File: src/hw/rtl/sha256_pkg.sv
// Shared types and constants of the SHA-256 byte stream hasher.
// Used by the controller, the datapath and the top level; no dependencies.
`timescale 1ns / 1ps
`default_nettype none

package sha256_pkg;

   // Byte source for a push into the block buffer.
   localparam logic [1:0] BSEL_DATA = 2'd0;
   localparam logic [1:0] BSEL_PAD  = 2'd1;
   localparam logic [1:0] BSEL_ZERO = 2'd2;
   localparam logic [1:0] BSEL_LEN  = 2'd3;

   localparam logic [5:0] ROUND_LAST  = 6'd63;
   localparam logic [4:0] DIGEST_LAST = 5'd31;
   localparam logic [7:0] PAD_BYTE    = 8'h80;
   localparam logic [63:0] BYTE_BITS  = 64'd8;

   localparam logic [31:0] HASH_INIT [8] = '{
      32'h6a09e667, 32'hbb67ae85, 32'h3c6ef372, 32'ha54ff53a,
      32'h510e527f, 32'h9b05688c, 32'h1f83d9ab, 32'h5be0cd19
   };

   localparam logic [31:0] ROUND_K [64] = '{
      32'h428a2f98, 32'h71374491, 32'hb5c0fbcf, 32'he9b5dba5,
      32'h3956c25b, 32'h59f111f1, 32'h923f82a4, 32'hab1c5ed5,
      32'hd807aa98, 32'h12835b01, 32'h243185be, 32'h550c7dc3,
      32'h72be5d74, 32'h80deb1fe, 32'h9bdc06a7, 32'hc19bf174,
      32'he49b69c1, 32'hefbe4786, 32'h0fc19dc6, 32'h240ca1cc,
      32'h2de92c6f, 32'h4a7484aa, 32'h5cb0a9dc, 32'h76f988da,
      32'h983e5152, 32'ha831c66d, 32'hb00327c8, 32'hbf597fc7,
      32'hc6e00bf3, 32'hd5a79147, 32'h06ca6351, 32'h14292967,
      32'h27b70a85, 32'h2e1b2138, 32'h4d2c6dfc, 32'h53380d13,
      32'h650a7354, 32'h766a0abb, 32'h81c2c92e, 32'h92722c85,
      32'ha2bfe8a1, 32'ha81a664b, 32'hc24b8b70, 32'hc76c51a3,
      32'hd192e819, 32'hd6990624, 32'hf40e3585, 32'h106aa070,
      32'h19a4c116, 32'h1e376c08, 32'h2748774c, 32'h34b0bcb5,
      32'h391c0cb3, 32'h4ed8aa4a, 32'h5b9cca4f, 32'h682e6ff3,
      32'h748f82ee, 32'h78a5636f, 32'h84c87814, 32'h8cc70208,
      32'h90befffa, 32'ha4506ceb, 32'hbef9a3f7, 32'hc67178f2
   };

   // Commands from the controller to the datapath.
   typedef struct packed {
      logic       push;
      logic [1:0] byte_sel;
      logic       count_en;
      logic       round_en;
      logic [5:0] round_idx;
      logic       add_hash;
      logic       restart;
      logic [4:0] digest_pos;
   } sha256_cmd_type;

   // Status from the datapath to the controller.
   typedef struct packed {
      logic fill_last;
      logic len_zone;
   } sha256_stat_type;

endpackage

`default_nettype wire

File: src/hw/rtl/sha256_if.sv
// Valid/ready channel interfaces for the request and response sides.
// Stand-alone; no package dependency.
`timescale 1ns / 1ps
`default_nettype none

interface sha256_req_if;
   logic       valid;
   logic       ready;
   logic       op;
   logic [7:0] data_byte;

   modport source (output valid, output op, output data_byte, input ready);
   modport sink   (input valid, input op, input data_byte, output ready);
endinterface

interface sha256_rsp_if;
   logic       valid;
   logic       ready;
   logic [7:0] digest_byte;
   logic [4:0] byte_position;
   logic       last_byte;

   modport source (output valid, output digest_byte, output byte_position,
                   output last_byte, input ready);
   modport sink   (input valid, input digest_byte, input byte_position,
                   input last_byte, output ready);
endinterface

`default_nettype wire

File: src/hw/rtl/sha256_ctrl.sv
// Controller of the SHA-256 hasher: sequences byte pushes, padding,
// compression rounds and digest output. Depends on sha256_pkg.
`timescale 1ns / 1ps
`default_nettype none

module sha256_ctrl
   import sha256_pkg::*;
(
   input  wire logic            clock,
   input  wire logic            reset,
   input  wire logic            req_valid,
   input  wire logic            req_op,
   output logic                 req_ready,
   output logic                 rsp_valid,
   input  wire logic            rsp_ready,
   output logic [4:0]           rsp_position,
   output logic                 rsp_last,
   input  wire sha256_stat_type stat,
   output sha256_cmd_type       cmd
);

   localparam logic [2:0] ST_IDLE = 3'd0;
   localparam logic [2:0] ST_PAD  = 3'd1;
   localparam logic [2:0] ST_COMP = 3'd2;
   localparam logic [2:0] ST_FIN  = 3'd3;
   localparam logic [2:0] ST_EMIT = 3'd4;

   logic [2:0] state_ff, state_in;
   logic [5:0] round_ff, round_in;
   logic [4:0] pos_ff, pos_in;
   logic       finishing_ff, finishing_in;
   logic       len_ok_ff, len_ok_in;

   always_comb begin
      state_in     = state_ff;
      round_in     = round_ff;
      pos_in       = pos_ff;
      finishing_in = finishing_ff;
      len_ok_in    = len_ok_ff;
      req_ready    = 1'b0;
      rsp_valid    = 1'b0;
      cmd          = '0;
      cmd.round_idx  = round_ff;
      cmd.digest_pos = pos_ff;

      unique case (state_ff)
         ST_IDLE: begin
            req_ready = 1'b1;
            if (req_valid) begin
               cmd.push = 1'b1;
               if (req_op) begin
                  // The pad byte goes in at once; the length fits in this
                  // block only if the pad byte lands before the length field.
                  cmd.byte_sel = BSEL_PAD;
                  finishing_in = 1'b1;
                  len_ok_in    = ~stat.len_zone;
               end else begin
                  cmd.byte_sel = BSEL_DATA;
                  cmd.count_en = 1'b1;
                  finishing_in = 1'b0;
               end
               if (stat.fill_last) begin
                  state_in = ST_COMP;
                  round_in = '0;
               end else if (req_op) begin
                  state_in = ST_PAD;
               end
            end
         end
         ST_PAD: begin
            cmd.push     = 1'b1;
            cmd.byte_sel = (len_ok_ff && stat.len_zone) ? BSEL_LEN : BSEL_ZERO;
            if (stat.fill_last) begin
               state_in = ST_COMP;
               round_in = '0;
            end
         end
         ST_COMP: begin
            cmd.round_en = 1'b1;
            round_in     = round_ff + 6'd1;
            if (round_ff == ROUND_LAST) begin
               state_in = ST_FIN;
            end
         end
         ST_FIN: begin
            cmd.add_hash = 1'b1;
            if (!finishing_ff) begin
               state_in = ST_IDLE;
            end else if (len_ok_ff) begin
               state_in = ST_EMIT;
               pos_in   = '0;
            end else begin
               // First of two final blocks done; the length goes in the next.
               len_ok_in = 1'b1;
               state_in  = ST_PAD;
            end
         end
         ST_EMIT: begin
            rsp_valid = 1'b1;
            if (rsp_ready) begin
               if (pos_ff == DIGEST_LAST) begin
                  cmd.restart  = 1'b1;
                  finishing_in = 1'b0;
                  state_in     = ST_IDLE;
               end else begin
                  pos_in = pos_ff + 5'd1;
               end
            end
         end
         default: begin
            state_in = ST_IDLE;
         end
      endcase
   end

   always_ff @(posedge clock) begin
      if (reset) begin
         state_ff     <= ST_IDLE;
         round_ff     <= '0;
         pos_ff       <= '0;
         finishing_ff <= 1'b0;
         len_ok_ff    <= 1'b0;
      end else begin
         state_ff     <= state_in;
         round_ff     <= round_in;
         pos_ff       <= pos_in;
         finishing_ff <= finishing_in;
         len_ok_ff    <= len_ok_in;
      end
   end

   assign rsp_position = pos_ff;
   assign rsp_last     = (pos_ff == DIGEST_LAST);

endmodule

`default_nettype wire

File: src/hw/rtl/sha256_dp.sv
// Datapath of the SHA-256 hasher: byte packer, 16-word schedule window,
// working variables, chaining words and bit count. Depends on sha256_pkg.
`timescale 1ns / 1ps
`default_nettype none

module sha256_dp
   import sha256_pkg::*;
(
   input  wire logic           clock,
   input  wire logic           reset,
   input  wire sha256_cmd_type cmd,
   input  wire logic [7:0]     req_data_byte,
   output sha256_stat_type     stat,
   output logic [7:0]          digest_byte
);

   function automatic logic [31:0] big_sigma0(input logic [31:0] x);
      return {x[1:0], x[31:2]} ^ {x[12:0], x[31:13]} ^ {x[21:0], x[31:22]};
   endfunction

   function automatic logic [31:0] big_sigma1(input logic [31:0] x);
      return {x[5:0], x[31:6]} ^ {x[10:0], x[31:11]} ^ {x[24:0], x[31:25]};
   endfunction

   function automatic logic [31:0] small_sigma0(input logic [31:0] x);
      return {x[6:0], x[31:7]} ^ {x[17:0], x[31:18]} ^ {3'b000, x[31:3]};
   endfunction

   function automatic logic [31:0] small_sigma1(input logic [31:0] x);
      return {x[16:0], x[31:17]} ^ {x[18:0], x[31:19]} ^ {10'b0, x[31:10]};
   endfunction

   logic [5:0]  fill_ff;
   logic [63:0] count_ff;
   logic [23:0] acc_ff;
   logic [31:0] w_ff [16];
   logic [31:0] v_ff [8];
   logic [31:0] h_ff [8];

   logic [7:0]  push_byte;
   logic [63:0] len_shift;
   logic [31:0] w_next, t1, t2, digest_word, digest_shift;

   assign stat.fill_last = (fill_ff == 6'd63);
   assign stat.len_zone  = (fill_ff[5:3] == 3'b111);

   // Length bytes go out most significant first at fill positions 56..63.
   assign len_shift = count_ff << {fill_ff[2:0], 3'b000};

   always_comb begin
      unique case (cmd.byte_sel)
         BSEL_DATA: push_byte = req_data_byte;
         BSEL_PAD:  push_byte = PAD_BYTE;
         BSEL_ZERO: push_byte = 8'h00;
         BSEL_LEN:  push_byte = len_shift[63:56];
      endcase
   end

   assign w_next = small_sigma1(w_ff[14]) + w_ff[9] + small_sigma0(w_ff[1]) + w_ff[0];
   assign t1 = v_ff[7] + big_sigma1(v_ff[4]) + ((v_ff[4] & v_ff[5]) ^ (~v_ff[4] & v_ff[6]))
             + ROUND_K[cmd.round_idx] + w_ff[0];
   assign t2 = big_sigma0(v_ff[0])
             + ((v_ff[0] & v_ff[1]) ^ (v_ff[0] & v_ff[2]) ^ (v_ff[1] & v_ff[2]));

   assign digest_word  = h_ff[cmd.digest_pos[4:2]];
   assign digest_shift = digest_word << {cmd.digest_pos[1:0], 3'b000};
   assign digest_byte  = digest_shift[31:24];

   // Control state: fill position, bit count and chaining words.
   always_ff @(posedge clock) begin
      if (reset || cmd.restart) begin
         fill_ff  <= '0;
         count_ff <= '0;
         for (int i = 0; i < 8; i++) begin
            h_ff[i] <= HASH_INIT[i];
         end
      end else begin
         if (cmd.push) begin
            fill_ff <= fill_ff + 6'd1;
         end
         if (cmd.push && cmd.count_en) begin
            count_ff <= count_ff + BYTE_BITS;
         end
         if (cmd.add_hash) begin
            for (int i = 0; i < 8; i++) begin
               h_ff[i] <= h_ff[i] + v_ff[i];
            end
         end
      end
   end

   // Payload: byte packer, schedule window and working variables.
   always_ff @(posedge clock) begin
      if (cmd.push) begin
         acc_ff <= {acc_ff[15:0], push_byte};
         if (fill_ff[1:0] == 2'b11) begin
            for (int i = 0; i < 15; i++) begin
               w_ff[i] <= w_ff[i + 1];
            end
            w_ff[15] <= {acc_ff, push_byte};
         end
         if (fill_ff == 6'd63) begin
            for (int i = 0; i < 8; i++) begin
               v_ff[i] <= h_ff[i];
            end
         end
      end else if (cmd.round_en) begin
         for (int i = 0; i < 15; i++) begin
            w_ff[i] <= w_ff[i + 1];
         end
         w_ff[15] <= w_next;
         v_ff[0] <= t1 + t2;
         v_ff[1] <= v_ff[0];
         v_ff[2] <= v_ff[1];
         v_ff[3] <= v_ff[2];
         v_ff[4] <= v_ff[3] + t1;
         v_ff[5] <= v_ff[4];
         v_ff[6] <= v_ff[5];
         v_ff[7] <= v_ff[6];
      end
   end

endmodule

`default_nettype wire

File: src/hw/rtl/sha256_byte_stream_hasher_core.sv
// SHA-256 byte stream hasher. Data bytes are taken one per cycle while idle; the
// 64th byte of a block starts the one-round-per-cycle compression and the final
// chaining add, during which no request is taken.
// A finish pushes padding one byte per cycle (over one or two blocks),
// compresses, then offers 32 digest bytes, one per cycle while the sink is ready.
// Synchronous reset loads the initial hash values and clears the counters.
`timescale 1ns / 1ps
`default_nettype none

module sha256_byte_stream_hasher_core
   import sha256_pkg::*;
(
   input wire logic    clock,
   input wire logic    reset,
   sha256_req_if.sink   req_if,
   sha256_rsp_if.source rsp_if
);

   sha256_cmd_type  cmd;
   sha256_stat_type stat;

   sha256_ctrl u_ctrl (
      .clock        (clock),
      .reset        (reset),
      .req_valid    (req_if.valid),
      .req_op       (req_if.op),
      .req_ready    (req_if.ready),
      .rsp_valid    (rsp_if.valid),
      .rsp_ready    (rsp_if.ready),
      .rsp_position (rsp_if.byte_position),
      .rsp_last     (rsp_if.last_byte),
      .stat         (stat),
      .cmd          (cmd)
   );

   sha256_dp u_dp (
      .clock         (clock),
      .reset         (reset),
      .cmd           (cmd),
      .req_data_byte (req_if.data_byte),
      .stat          (stat),
      .digest_byte   (rsp_if.digest_byte)
   );

   // Requests are never taken while a digest is being offered.
   a_no_overlap: assert property (@(posedge clock) disable iff (reset)
      !(req_if.ready && rsp_if.valid))
      else $error("request accepted during digest output");

   // The last digest transfer returns the block to accepting requests.
   a_restart: assert property (@(posedge clock) disable iff (reset)
      (rsp_if.valid && rsp_if.ready && rsp_if.last_byte) |=> req_if.ready)
      else $error("block not ready after last digest byte");

   // Digest positions advance by one per transfer within a run.
   a_position: assert property (@(posedge clock) disable iff (reset)
      (rsp_if.valid && rsp_if.ready && !rsp_if.last_byte) |=>
      (rsp_if.valid && rsp_if.byte_position == 5'($past(rsp_if.byte_position) + 5'd1)))
      else $error("digest position did not advance");

   // A finish request never starts digest output in the next cycle.
   a_finish_delay: assert property (@(posedge clock) disable iff (reset)
      (req_if.valid && req_if.ready && req_if.op) |=> !rsp_if.valid)
      else $error("digest offered before compression");

endmodule

`default_nettype wire
File: src/flat_wrapper.sv
// flat-port wrapper written by rule: the top's interface ports become plain ports
module sha256_byte_stream_hasher_core_flat import sha256_pkg::*;
  (clock, reset, req_if_valid, req_if_op, req_if_data_byte, req_if_ready, rsp_if_valid, rsp_if_digest_byte, rsp_if_byte_position, rsp_if_last_byte, rsp_if_ready);
  sha256_req_if req_if_i ();
  sha256_rsp_if rsp_if_i ();
  input wire logic clock;
  input wire logic reset;
  input wire logic [$bits(req_if_i.valid)-1:0] req_if_valid;
  input wire logic [$bits(req_if_i.op)-1:0] req_if_op;
  input wire logic [$bits(req_if_i.data_byte)-1:0] req_if_data_byte;
  output wire logic [$bits(req_if_i.ready)-1:0] req_if_ready;
  output wire logic [$bits(rsp_if_i.valid)-1:0] rsp_if_valid;
  output wire logic [$bits(rsp_if_i.digest_byte)-1:0] rsp_if_digest_byte;
  output wire logic [$bits(rsp_if_i.byte_position)-1:0] rsp_if_byte_position;
  output wire logic [$bits(rsp_if_i.last_byte)-1:0] rsp_if_last_byte;
  input wire logic [$bits(rsp_if_i.ready)-1:0] rsp_if_ready;
  assign req_if_i.valid = req_if_valid;
  assign req_if_i.op = req_if_op;
  assign req_if_i.data_byte = req_if_data_byte;
  assign req_if_ready = req_if_i.ready;
  assign rsp_if_valid = rsp_if_i.valid;
  assign rsp_if_digest_byte = rsp_if_i.digest_byte;
  assign rsp_if_byte_position = rsp_if_i.byte_position;
  assign rsp_if_last_byte = rsp_if_i.last_byte;
  assign rsp_if_i.ready = rsp_if_ready;
  sha256_byte_stream_hasher_core u_core (.clock(clock), .reset(reset), .req_if(req_if_i), .rsp_if(rsp_if_i));
endmodule
File: config.mk
export PLATFORM = sky130hd
export DESIGN_NAME = sha256_byte_stream_hasher_core_flat
export DESIGN_NICKNAME = d
export VERILOG_FILES = /design/src/hw/rtl/sha256_pkg.sv /design/src/hw/rtl/sha256_if.sv /design/src/hw/rtl/sha256_ctrl.sv /design/src/hw/rtl/sha256_dp.sv /design/src/hw/rtl/sha256_byte_stream_hasher_core.sv /design/src/flat_wrapper.sv
export SDC_FILE = /design/constraint.sdc
export NUM_CORES = 2
export LEC_CHECK = 0
export BUFFER_PORTS_ARGS = -buffer_cell sky130_fd_sc_hd__clkbuf_2
export CORE_MARGIN = 4
export CORE_UTILIZATION = 29
export CTS_CLUSTER_DIAMETER = 200
export DETAILED_ROUTE_END_ITERATION = 10
export GPL_TIMING_DRIVEN = 0
export SETUP_SLACK_MARGIN = 0.02
export SYNTH_ARGS = -nofsm -noshare
export SYNTH_HDL_FRONTEND = slang
export SYNTH_SLANG_ARGS = --single-unit
File: constraint.sdc
create_clock -name clock -period 16.2 [get_ports clock]
set_clock_uncertainty 0.15 [all_clocks]
set_input_delay 0 -clock clock [delete_from_list [all_inputs] [get_ports clock]]
set_output_delay 0 -clock clock [all_outputs]
set_load 0.05 [all_outputs]
=== Word level (Yosys, flattened, before mapping) ===
Memory sizes are Yosys's and may differ from the RTL's. A register that Yosys moved wholly into a read port is not among the register bits.
Index checks and enable logic that the tools add are counted.

* Flip-flop bits (word level): 110
* Bits in writable memories: 1,024
* Bits in latches: 0
* Logic and storage cells: 215
* Memories: 4
* Memory bits (read-only): 2,048

{| class="wikitable"
|+ Memory list
! name !! words !! bits a word !! rd ports !! clocked after Yosys merged registers in !! wr ports !! line !! source
|-
| (no name shown) || 64 || 32 || 1 || 0 || 0 || sha256_dp.sv:61 || <nowiki>+ ROUND_K[cmd.round_idx] + w_ff[0];</nowiki>
|-
| u_core.u_dp.w_ff || 16 || 32 || 16 || 0 || 16 || sha256_dp.sv:36 || <nowiki>logic [31:0] w_ff [16];</nowiki>
|-
| u_core.u_dp.h_ff || 8 || 32 || 9 || 1 || 8 || sha256_dp.sv:38 || <nowiki>logic [31:0] h_ff [8];</nowiki>
|-
| u_core.u_dp.v_ff || 8 || 32 || 8 || 0 || 8 || sha256_dp.sv:37 || <nowiki>logic [31:0] v_ff [8];</nowiki>
|}

* Multipliers: 0
* Equal/unequal tests: 22
* Shift-type cells: 2
* Divide/modulo/power cells: 0
* Order comparisons: 1
* Bitwise operators: 51
* Add/subtract/negate cells: 22
* Reductions and logical operators: 14
* Mux-type cells: 91

{| class="wikitable"
|+ Operators with widths
! kind !! count
|-
| 32-bit 2-to-1 mux || 34
|-
| 32-bit adder || 18
|-
| 32-bit XOR || 9
|-
| 32-bit AND || 5
|-
| 64-bit by 4-bit adder with 64-bit output (second input constant) || 1
|-
| 64-bit by 6-bit << shifter with 64-bit output || 1
|-
| 3-bit 2-to-1 mux || 11
|-
| 1-bit 2-to-1 mux || 32
|-
| 32-bit inverter || 1
|-
| 1-bit bitwise OR || 32
|-
| 8-bit case mux with 4 select lines || 1
|-
| 32-bit by 5-bit << shifter with 32-bit output || 1
|-
| 32-bit by 22-bit XOR with 32-bit output || 1
|-
| 32-bit by 29-bit XOR with 32-bit output || 1
|-
| 5-bit 2-to-1 mux || 4
|-
| 6-bit case mux with 3 select lines || 1
|-
| 2-bit inequality test (second input constant) || 8
|-
| 3-bit case mux with 5 select lines || 1
|-
| 6-bit by 1-bit adder with 6-bit output (second input constant) || 2
|-
| 6-bit equality test (second input constant) || 2
|-
| 6-bit 2-to-1 mux || 2
|-
| 5-bit case mux with 2 select lines || 1
|-
| 4-bit AND reduction || 2
|-
| 7-bit >= comparator (second input constant) || 1
|-
| 23 further kinds || 31
|}

=== Logic depth before layout (Yosys ltp) ===
An unclocked memory read counts as a cell.

* Word-level depth: 9
* Gate-level depth with buffers: 40
* Mapped depth without buffers: 39

=== By module ===
A second synthesis with hierarchy kept.

* Cell total of the unflattened synthesis: 6,299
* Area total of the unflattened synthesis: 69,982.1 µm²

{| class="wikitable"
|+ By module, submodules not included
! module !! area an instance (µm²) !! cells an instance !! seq. area each (µm²) !! times used
|-
| sha256_dp || 68,927.4 || 6,181 || 32,811.5 || 1
|-
| sha256_ctrl || 1,054.8 || 118 || 320.3 || 1
|}

=== Least setup slack after synthesis ===
No wires, ideal clock.

* Path kind: reg2reg
* Start: register u_core.u_ctrl.state_ff[0]
* End: memory u_core.u_dp.w_ff[0][0] (enable)
* Arrival time: 14.241 ns
* Setup time: 0.901 ns
* Slack: 0.908 ns
* Path buffers: 3
* Required time: 15.149 ns
* Stages on the path, launching flop included: 8
* Clock period less this slack: 15.292 ns
* Cell sequence: dfxtp_1 clkbuf_1 inv_1 a211oi_1 nand2_1 clkbuf_1 clkbuf_1 nand2_1

{| class="wikitable"
|+ RTL lines
! item !! line !! source
|-
| from (decl) || sha256_ctrl.sv:28 || <nowiki>logic [2:0] state_ff, state_in;</nowiki>
|-
| from (signal assigned) || sha256_ctrl.sv:124 || <nowiki>state_ff <= state_in;</nowiki>
|-
| to (decl) || sha256_dp.sv:36 ||
|}

==> metrics.md <==
| Metric | Value |
|---|---|
| Cell with the most instances after synthesis | `edfxtp_1` |
| GR Util All Layers | `18.8%` |
| Root Buffer | `clkbuf_16` |
| Synthesized cell area | `69600 um2` |
| Crit Path Max Fanout | `16` |
| DR vias | `51700` |
| Detailed Route WL | `242000 um` |
| Slowest cell on crit path | `clkbuf_1` |
| Routed WL per cell | `24.5 um` |
| Fillers | `between 20000 and 25000` |
| Reg2Reg Setup Slack | `3.76 ns` |
| Top cells by area, synth | `edfxtp_1 45%, ha_1 7.1%, fa_1 5.6%, nand2_1 5.5%, xnor2_1 4.8%` |
| Post-synth top flop | `edfxtp_1` |
| Number of flops mapped to enable cells by yosys | `1048` |
| Post-route minimum period | `12.44 ns` |
| Min-Delay Path Depth | `5` |
| Die width | `approximately 500 um` |
| Final global-route overflow total | `0` |
| Post-CTS Setup Bufs | `0` |
| Syn Nets | `6986` |
| Worst r2r src | `u_core.u_ctrl.round_ff[2]` |
| Lkg Pwr | `28.8 nW` |
| Layout cell share with drive strength beyond 1 | `6.75%` |
| Leading cell types by count after synthesis | `1048 x edfxtp_1, 1022 x nand2_1, 397 x ha_1` |
| Power Density | `199 nW/um2` |
| Slew headroom | `~3.3%` |
| CP arrival | `approximately 13 ns` |
| Post-synthesis sequential area ratio | `47.7%` |
| Status | `complete, no violations` |
| Main combinational cell family by area after synthesis | `adder cells` |
| Worst Path Required | `between 15 and 20 ns` |
| PortBufs | `27` |
| Global-route wire length before repair | `around 340000 um` |
| Final-report hold violation count | `0` |
| Post-synthesis cell count | `between 6000 and 7000` |
| Worst min path class | `in -> reg` |
| Pre-CTS WS | `4.05 ns` |
| Ports | `29` |
| Num CTS Buffers | `around 130` |
| Worst skew pair latency | `0.81 ns` |
| Gpl congestion | `about 1` |
| CTS tree | `built` |
| RSZ-0062 raised after global routing | `false` |
| Seq cells post-synth | `1134` |
| Peak supply drop | `0.140 mV` |
| Initial Util | `29.2%` |
| Initial antenna violation count | `6` |
| Tot Pwr | `roughly 0.016 W` |
| Final critical-path setup slack | `3.76 ns` |
| Actual slew at the worst max-slew pin | `1.45 ns` |
| Largest net degree at the start of global routing | `106` |
| Hold_buf cts | `16` |
| Synth warnings | `0` |
| Syn avg cell area | `10.9 um2` |
| First-pass iteration count of the detailed router | `6` |
| R2r endpoint | `u_core.u_dp.v_ff[0][31]` |
| Clk buf depth | `3` |
| Hold_sp | `rsp_if_ready` |
| Post-DRT Antenna Nets | `0` |
| Worst-case reg-to-reg path depth | `37` |
| Mux cell area share after synthesis | `under 10%` |
| Residual DRC | `0` |
| Simple-gate portion of the synthesized area | `12.2%` |
| Synth Area in Adders | `12.8%` |
| Vias in the first global route | `50500` |
| Vias/cell | `5.25` |
| Hpwl dp | `188000 um` |
| Clk slew on worst S/H paths | `0.05 ns` |
| CP max stage delay | `approximately 0.97 ns` |
| Asr flop ratio synth | `0%` |
| H-tree levels | `4` |
| Final Max Tran Viols | `0` |
| Compound-cell area share of the yosys netlist | `about an eighth` |
| Startpoint Class | `register` |
| Post-CTS Resized | `0` |
| Initial DRC count | `5551` |
| Rows | `179` |
| Die ar. | `248000 um2` |
| # Max-Cap Violations | `0` |
| Clk sink count | `1134` |
| Cell variety after synth | `96` |
| Setup Crit Path Kind | `reg -> reg` |
| Final period utilization | `76.8%` |
| Post-synth top area cell | `edfxtp_1` |
| Worst Hold Path EP | `u_core.u_ctrl.rsp_position[1]` |
| Fmax | `80.4 MHz` |
| Die height | `between 400 and 500 um` |
| Post-synthesis xor/xnor area fraction | `around 7.6%` |
| Top-area cell type share of the netlist area | `45.2%` |
| Core Footprint | `239000 um2` |
| Nets | `7182` |
| Setup violations, final | `0` |
| Nature of the critical path endpoint | `register` |
| Syn-to-layout area delta | `13.1%` |
| Final core occ | `33.0%` |
[report_power, final]
group | switching [W] | total [W] | internal [W]
Combinational | 0.00532 | 0.00877 | 0.00345
Sequential | 0.000208 | 0.00383 | 0.00363
Clock | 0.00132 | 0.00307 | 0.00175
Total | 0.00684 | 0.0157 | 0.00883
[flip-flops by register name (all words and copies together), names as in the netlist, named ones only]
| register | cells |
|---|---|
| u_core.u_ctrl.finishing_ff | 1 |
| u_core.u_dp.w_ff | 512 |
| u_core.u_dp.fill_ff | 6 |
| u_core.u_dp.count_ff | 61 |
| u_core.u_ctrl.len_ok_ff | 1 |
| u_core.u_dp.h_ff | 256 |
| u_core.u_ctrl.state_ff | 3 |
| u_core.u_ctrl.round_ff | 6 |
| u_core.u_dp.v_ff | 256 |
| u_core.u_ctrl.rsp_position | 5 |
| u_core.u_dp.acc_ff | 24 |
[per-layer routing]
layer  vias to the layer above  share of wire, %  routed length (um)  GRT usage, %
met5                         -             0.011                  27             0
met4                         4               5.1               12300          8.77
met3                       477               8.1               19700          3.30
met2                      2363                45              108000          29.7
met1                     25600                42              102000          25.2
li1                      23300                 -                   -             -
[worst max-delay path: cells and delay by family, from the launching register on]
kind / cells / cell delay (ns)
XOR/XNOR: 1 / 0.30
adder cells (fa/ha/maj): 7 / 3.19
flip-flops: 1 / 0.41
AND/OR/NAND/NOR: 2 / 0.89
AO/OA/AOI/OAI: 19 / 4.91
buffers and inverters: 8 / 2.35
[stage by stage]
stage / area, um2 / instances / hold WS (ns) / setup TNS (ns)
after CTS: 78800 / 9847 / 0.118 / 0
after global placement: 73700 / 9575 / 0.250 / -2607.04
after floorplan: 69600 / 6381 / 0.0715 / 0
after global routing: 78800 / 9847 / 0.170 / 0
after detailed placement: 74200 / 9592 / 0.255 / 0
final: 78800 / 9851 / 0.170 / 0
[cells in the final DEF, fill, tap and decap left out, types with 101 or more instances in the layout]
| cell type | instances |
|---|---|
| mux4_2 | 101 |
| a21o_1 | 204 |
| ha_1 | 397 |
| xor2_1 | 219 |
| nor2_1 | 373 |
| a21oi_1 | 370 |
| inv_1 | 315 |
| edfxtp_1 | 1048 |
| clkbuf_1 | 260 |
| nand3_1 | 101 |
| o21ai_0 | 357 |
| clkbuf_16 | 137 |
| fa_1 | 195 |
| xnor2_1 | 381 |
| nand2_1 | 1020 |
[cell families after synthesis]
group	Yosys count
adders and majority gates	596
muxes	165
and+or+nand+nor	1931
xor gates and xnor gates	602
DFF	1134
buffers and inverters	595
AOI/OAI and AO/OA	1358
[worst max-delay path by stage]
stage                         endpoint  depth (start not counted)  slack, ns                       from
6_report       u_core.u_dp.v_ff[0][31]                         37       3.76  u_core.u_ctrl.round_ff[2]
3_5_place_dp   u_core.u_dp.v_ff[0][31]                         37       4.05  u_core.u_ctrl.round_ff[2]
5_1_grt        u_core.u_dp.v_ff[0][31]                         37       3.61  u_core.u_ctrl.round_ff[2]
4_1_cts        u_core.u_dp.v_ff[0][31]                         37       4.01  u_core.u_ctrl.round_ff[2]
3_3_place_gp    u_core.u_dp.w_ff[1][4]                          7      -5.14  u_core.u_ctrl.state_ff[0]
2_1_floorplan   u_core.u_dp.w_ff[0][0]                          7       0.91  u_core.u_ctrl.state_ff[0]
[cell type report]
| cell class | count | area, um2 | share of cell area (%) |
|---|---|---|---|
| Antenna cell | 4 | 10.0 | 0.0127 |
| Sequential cell | 1134 | 33200 | 42.1 |
| Clock inverter | 81 | 907 | 1.15 |
| Inverter | 318 | 1200 | 1.52 |
| Clock buffer | 158 | 3520 | 4.46 |
| Tap cell | 3167 | 3960 | 5.03 |
| Buffer | 277 | 1060 | 1.35 |
| Multi-Input combinational cell | 4652 | 34200 | 43.4 |
| Timing Repair Buffer | 60 | 709 | 0.900 |
Power figures use the tool's default switching activity.
